`src/rtl/atm_pkg.sv`:
```
`default_nettype none
// ----------------------------------------------------------------------------
// atm_pkg
// Shared types, constants and helpers for the 3x3 alpha-trimmed mean filter.
// ----------------------------------------------------------------------------
package atm_pkg;

  localparam int PIX_W   = 8;   // sample width
  localparam int LINE_W  = 11;  // line_width register width
  localparam int TRIM_W  = 4;   // trim_level register width
  localparam int SUM_W   = 12;  // holds 9 * 255
  localparam int COL_W   = 3 * PIX_W;
  localparam int WIN_N   = 9;
  localparam int CFG_W   = LINE_W;

  localparam logic [TRIM_W-1:0] TRIM_MAX = 4'd8;

  // register indexes on the configuration port
  localparam logic REG_LINE_WIDTH = 1'b0;
  localparam logic REG_TRIM_LEVEL = 1'b1;

  // three window columns, each packed top | mid << 8 | bottom << 16
  typedef struct packed {
    logic [COL_W-1:0] c2;
    logic [COL_W-1:0] c1;
    logic [COL_W-1:0] c0;
  } win_t;

  // first sorted position kept
  function automatic logic [TRIM_W-1:0] trim_lo(input logic [TRIM_W-1:0] a);
    return (a + 4'd1) >> 1;
  endfunction

  // one past the last sorted position kept
  function automatic logic [TRIM_W-1:0] trim_hi(input logic [TRIM_W-1:0] a);
    logic [TRIM_W:0] t;
    t = ({a, 1'b0} + 5'd1) >> 2;
    return 4'd9 - t[TRIM_W-1:0];
  endfunction

endpackage
`default_nettype wire

```
`src/rtl/atm_tmean.sv`:
```
`default_nettype none
// ----------------------------------------------------------------------------
// atm_tmean
// Trimmed mean of one 3x3 window: iterative odd-even transposition sort,
// masked sum, then an 8-step restoring divide by 9 - a.
// ----------------------------------------------------------------------------
module atm_tmean
  import atm_pkg::*;
(
  input  wire logic              clk,
  input  wire logic              rst,
  input  wire logic              start,
  input  wire win_t              win,
  input  wire logic [TRIM_W-1:0] trim,
  output logic                   done,
  output logic [PIX_W-1:0]       result
);

  typedef enum logic [3:0] {
    T_IDLE = 4'b0001,
    T_SORT = 4'b0010,
    T_SUM  = 4'b0100,
    T_DIV  = 4'b1000
  } tstate_t;

  tstate_t            state;
  logic [PIX_W-1:0]   v [WIN_N];
  logic [PIX_W-1:0]   v_next [WIN_N];
  logic [3:0]         step;
  logic [TRIM_W-1:0]  a;
  logic [SUM_W-1:0]   rem;
  logic [SUM_W-1:0]   sum;
  logic [SUM_W-1:0]   dsh;
  logic [TRIM_W-1:0]  lo;
  logic [TRIM_W-1:0]  hi;

  // one round of the transposition sort; parity follows the round count
  always_comb begin
    for (int k = 0; k < WIN_N; k++) begin
      v_next[k] = v[k];
    end
    for (int k = 0; k < WIN_N - 1; k++) begin
      if ((k[0] == step[0]) && (v[k] > v[k+1])) begin
        v_next[k]   = v[k+1];
        v_next[k+1] = v[k];
      end
    end
  end

  assign lo = trim_lo(a);
  assign hi = trim_hi(a);

  always_comb begin
    sum = '0;
    for (int i = 0; i < WIN_N; i++) begin
      if ((4'(i) >= lo) && (4'(i) < hi)) begin
        sum = sum + {{(SUM_W-PIX_W){1'b0}}, v[i]};
      end
    end
  end

  assign dsh = {{(SUM_W-TRIM_W){1'b0}}, 4'd9 - a} << step[2:0];

  always_ff @(posedge clk) begin
    if (rst) begin
      state <= T_IDLE;
      done  <= 1'b0;
    end else begin
      done <= 1'b0;
      case (state)
        T_IDLE: begin
          if (start) begin
            for (int j = 0; j < 3; j++) begin
              v[j]     <= win.c0[j*PIX_W +: PIX_W];
              v[j + 3] <= win.c1[j*PIX_W +: PIX_W];
              v[j + 6] <= win.c2[j*PIX_W +: PIX_W];
            end
            a     <= (trim > TRIM_MAX) ? TRIM_MAX : trim;
            step  <= '0;
            state <= T_SORT;
          end
        end
        T_SORT: begin
          for (int k = 0; k < WIN_N; k++) begin
            v[k] <= v_next[k];
          end
          step <= step + 4'd1;
          if (step == 4'(WIN_N - 1)) begin
            state <= T_SUM;
          end
        end
        T_SUM: begin
          rem    <= sum;
          result <= '0;
          step   <= 4'd7;
          state  <= T_DIV;
        end
        T_DIV: begin
          if (rem >= dsh) begin
            rem    <= rem - dsh;
            result <= {result[PIX_W-2:0], 1'b1};
          end else begin
            result <= {result[PIX_W-2:0], 1'b0};
          end
          if (step == 4'd0) begin
            done  <= 1'b1;
            state <= T_IDLE;
          end else begin
            step <= step - 4'd1;
          end
        end
        default: begin
          state <= T_IDLE;
        end
      endcase
    end
  end

endmodule
`default_nettype wire

```
`config.mk`:
```
export PLATFORM = sky130hd
export DESIGN_NAME = atm_tmean
export DESIGN_NICKNAME = d
export VERILOG_FILES = /design/src/rtl/atm_pkg.sv /design/src/rtl/atm_tmean.sv
export SDC_FILE = /design/constraint.sdc
export NUM_CORES = 1
export LEC_CHECK = 0
export BUFFER_PORTS_ARGS = -buffer_cell sky130_fd_sc_hd__buf_2
export CAP_MARGIN = 25
export CORE_ASPECT_RATIO = 0.6
export CORE_MARGIN = 2
export CORE_UTILIZATION = 50
export CTS_CLUSTER_DIAMETER = 40
export DETAILED_ROUTE_END_ITERATION = 8
export PLACE_DENSITY = 0.68
export RECOVER_POWER = 25
export SETUP_SLACK_MARGIN = 0.02
export SYNTH_ARGS = -nofsm -noshare
export SYNTH_HDL_FRONTEND = slang
export SYNTH_SLANG_ARGS = --single-unit
export TNS_END_PERCENT = 10
```
`constraint.sdc`:
```
create_clock -name clk -period 16.45 [get_ports clk]
set_clock_uncertainty 0.1 [all_clocks]
set_input_delay 1.645 -clock clk [delete_from_list [all_inputs] [get_ports clk]]
set_output_delay 1.645 -clock clk [all_outputs]
set_load 0.01 [all_outputs]
```
==> impl_metrics.csv <==
group,metric,value,unit
status,run_status,"complete, but fails checks",
status,violated_checks,"capacitance limit, slew limit",
final_layout,insertedDiodeCount,0,
cts,clock_tree.htree_level_count,3,
cts,clock_latency,0.38,ns
grt,grt_overflow,0,
critical_path,worstSetupPathDepth,49,
cts,post_cts.resized_instances,0,
floorplanning,dieHeight,121,µm
critical_path,worst_setup_path_end_kind,"flip-flop",
critical_path,reg2reg_from,"a[0]",
synthesis,postSynthAreaPerCell,8.54,µm²
synthesis,synth_fp_nets,1568,
critical_path,startpoint_type,"flip-flop",
sta,hold_violations,0,
cts,cts_buffers,9,
synthesis,postSynth.topFlopCell,"sky130_fd_sc_hd__edfxtp_1",
placed_design,finalWeightedCongestion,0.944,
critical_path,r2r_setup_slack,4.81,ns
synthesis,seq_area_frac_synth,0.273,
floorplanning,die_area,0.0240,mm²
floorplanning,coreArea,0.0222,mm²
cts,clk_sink_count,105,
grt,grt_busiest_layer,"met1",
critical_path,startpoint,"a[0]",
synthesis,yosys.cell_types.count,76,
grt,grt_util_met2,0.358,
cts,cts_tree,"done",
placed_design,dp_hpwl,25.5,mm
critical_path,timing.critical_path.max_delay_family,"compound AO/OA/AOI/OAI gates",
grt,grt_use_total,0.282,
final_layout,layout-drive-gt1-share,0.103,
critical_path,criticalPathCategory,"reg -> reg",
drt,drt_pass1_iterations,6,
drt,routedWlPerCell,19.3,µm
critical_path,cp_num_buf_inv,3,
cts,clk_pin_slew,0.08,ns
floorplanning,chipWidth,199,µm
floorplanning,initial_utilization,0.512,
critical_path,worstSetupEndpoint,"rem[11]",
sta,grt_setup_unrepaired,"no",
drt,detail_route.iter0.violations,1102,
grt,grt.met1_usage,0.470,
sta,setup_slack,4.81,ns
critical_path,r2r.worst_path.cells,49,
synthesis,ys_top_cells_by_area,"sky130_fd_sc_hd__edfxtp_1 (26%), sky130_fd_sc_hd__ha_1 (16%), sky130_fd_sc_hd__nor2_1 (5.4%)",
sta,totalNegativeSetupSlack,0,ns
placed_design,port_buffers,87,
critical_path,worst_ep_arrival,11.65,ns
floorplanning,io-pin-count,88,
pwr,leakagePower,5.48,nW
grt,grt_pass1_wl,51.9,mm
drt,drcViolationCount,0,
synthesis,postSynthRegisterBits,105,
floorplanning,std_cell_rows,42,
sta,report.final.slew_viol_count,132,
final_layout,design.final.nets,1626,
synthesis,synth-edff-count,100,
sta,period_share,0.707,
cts,ctsHoldBuffers,0,
critical_path,critical_path.max_stage_delay,0.86,ns
grt,globalRouteMet3Util,0.0664,
placed_design,pre_cts_slack,5.03,ns
sta,final-setup-viol-count,0,
drt,dr_total_vias,10300,
pwr,ir_worst_vdd,0.0652,mV
final_layout,syn_to_final_growth,8.71,%
critical_path,worst-endpoint-required,16.46,ns
synthesis,syn-cell-area,0.0114,mm²
synthesis,synthCells,1330,
cts,cts_buffer_depth,2,
synthesis,synthDominantAreaCellType,"sky130_fd_sc_hd__edfxtp_1",
sta,timing.max_slew.rel_slack,-1.21,
synthesis,post-synth-top-area-fraction,0.265,
hold_path,worst_hold_path_type,"reg -> reg",
cts,post_cts_buffers,0,
sta,timing.fmax,0.0859,GHz
grt,grt_max_degree,82,
synthesis,synth-warning-count,0,
drt,wl,32.8,mm
grt,antenna_found_initial,0,
drt,antenna_violating_nets_post_route,0,
critical_path,crit_path_max_fanout,8,
critical_path,reg2reg_to,"rem[11]",
synthesis,synth_async_sr_flop_share,0,
flow_run,max-cap-violations,2,
critical_path,path_common_cell,"sky130_fd_sc_hd__ha_1",
cts,ctsRootBufferMaster,"sky130_fd_sc_hd__clkbuf_16",
drt,vias_per_cell,6.04,
sta,tightest_slew,3.31,ns
pwr,power.density,115,mW/mm²
critical_path,critical_path.slowest_cell,"sky130_fd_sc_hd__a211oi_1",
grt,number_of_global_route_vias_before_repair,9374,
sta,timing.final.crit_period,11.64,ns
stage by stage:
stage	cell area, µm²	instances	power [W]	hold WS, ns	utilization
3_5_place_dp	12100	1684	0.00117	0.430	0.544
2_1_floorplan	11400	1330	0.000996	0.400	-
5_1_grt	12300	1701	0.00154	0.469	0.556
3_3_place_gp	12100	1684	0.00115	0.421	0.544
6_report	12300	1701	0.00142	0.448	0.556
4_1_cts	12400	1700	0.00140	0.448	0.557
final cells by class:
class / instances / area, µm²
well taps: 308 / 385
fillers: 2093 / 9840
flip-flops and latches: 105 / 3100
clock buffers: 9 / 225
multi-input cells: 1055 / 7620
repair buffers: 96 / 482
clock inverters: 7 / 71.3
inverters: 121 / 454
report_power, final:
group	switching [W]	internal [W]
sequential	0.0000420	0.000325
clock	0.000120	0.000107
combinational	0.000467	0.000357
total	0.000629	0.000789
flip-flops by register name, indices dropped and copies added (netlist names):
name,count
v,72
result,8
state,4
rem,12
step,4
done,1
a,4
Yosys cell counts (10+ instances only):
cell                       count
sky130_fd_sc_hd__nand4_1      19
sky130_fd_sc_hd__a221oi_1     40
sky130_fd_sc_hd__nor3_1       20
sky130_fd_sc_hd__fa_1         10
sky130_fd_sc_hd__xor2_1       12
sky130_fd_sc_hd__and2_1       12
sky130_fd_sc_hd__xnor2_1      36
sky130_fd_sc_hd__o21ai_0      99
sky130_fd_sc_hd__clkbuf_1     47
sky130_fd_sc_hd__or3_1        12
sky130_fd_sc_hd__edfxtp_1    100
sky130_fd_sc_hd__a211oi_1     12
sky130_fd_sc_hd__mux2i_1      15
sky130_fd_sc_hd__nor2b_1      30
sky130_fd_sc_hd__o21a_1       25
sky130_fd_sc_hd__a21o_1       31
sky130_fd_sc_hd__nand2_1      78
sky130_fd_sc_hd__ha_1        149
sky130_fd_sc_hd__nor2_1      163
sky130_fd_sc_hd__nand2b_1     24
sky130_fd_sc_hd__mux2_2       19
sky130_fd_sc_hd__a21oi_1      84
sky130_fd_sc_hd__inv_1       119
sky130_fd_sc_hd__o21bai_1     10
sky130_fd_sc_hd__nand3_1      24
sky130_fd_sc_hd__and3_1       17
how the worst min path moves through the flow:
| stage | depth (start not counted) | from | to |
|---|---|---|---|
| after floorplan | 1 | step[3] | done |
| after global placement | 1 | result[5] | result[6] |
| after detailed placement | 1 | result[2] | result[3] |
| after CTS | 1 | result[2] | result[3] |
| after global routing | 1 | result[1] | result[2] |
| final | 1 | result[6] | result[7] |
cell families (layout without fill, tap and decap cells):
logic type | after synthesis | count (layout) | share of synthesized area
AO/OA/AOI/OAI | 387 | 387 | 0.233
XOR/XNOR | 52 | 52 | 0.0447
adder cells (fa/ha/maj) | 159 | 159 | 0.182
buffers and inverters | 170 | 233 | 0.0569
flip-flops | 105 | 105 | 0.273
multiplexers | 34 | 34 | 0.0321
AND/OR/NAND/NOR | 423 | 423 | 0.179
metal layers:
layer / part of all wire / vias to the layer above
li1: - / 4989
met1: 0.53 / 4797
met2: 0.35 / 474
met3: 0.12 / 17
met4: 0.0071 / 0
met5: 0 / -
cells in the final DEF (no fill, tap or decap), types with 5 or more instances in the layout:
cell type,Yosys,routed
sky130_fd_sc_hd__a21o_1,31,31
sky130_fd_sc_hd__fa_1,10,10
sky130_fd_sc_hd__dfxtp_1,5,5
sky130_fd_sc_hd__o21bai_1,10,10
sky130_fd_sc_hd__o31a_1,5,5
sky130_fd_sc_hd__a21oi_1,84,84
sky130_fd_sc_hd__inv_1,119,119
sky130_fd_sc_hd__mux2i_1,15,15
sky130_fd_sc_hd__edfxtp_1,100,100
sky130_fd_sc_hd__and3_1,17,17
sky130_fd_sc_hd__xnor2_1,36,36
sky130_fd_sc_hd__mux2_2,19,19
sky130_fd_sc_hd__o21a_1,25,25
sky130_fd_sc_hd__a221oi_1,40,40
sky130_fd_sc_hd__a22o_1,8,8
sky130_fd_sc_hd__clkbuf_16,0,9
sky130_fd_sc_hd__buf_4,0,7
sky130_fd_sc_hd__nand3_1,24,24
sky130_fd_sc_hd__a221o_1,8,8
sky130_fd_sc_hd__xor2_1,12,12
sky130_fd_sc_hd__or3_1,12,12
sky130_fd_sc_hd__buf_2,0,76
sky130_fd_sc_hd__clkbuf_1,47,13
sky130_fd_sc_hd__o21ai_1,5,5
sky130_fd_sc_hd__o31ai_1,7,7
sky130_fd_sc_hd__nand4_1,19,19
sky130_fd_sc_hd__nor2b_1,30,29
sky130_fd_sc_hd__a31oi_1,6,6
sky130_fd_sc_hd__nand2_1,78,78
sky130_fd_sc_hd__nand2b_1,24,23
sky130_fd_sc_hd__nor2_1,163,163
sky130_fd_sc_hd__and2_1,12,9
sky130_fd_sc_hd__o211ai_1,9,9
sky130_fd_sc_hd__a211oi_1,12,12
sky130_fd_sc_hd__o21ai_0,99,99
sky130_fd_sc_hd__nor3_1,20,20
sky130_fd_sc_hd__ha_1,149,149
sky130_fd_sc_hd__o211a_1,8,8
No activity file was read; power rests on OpenSTA's default activity.
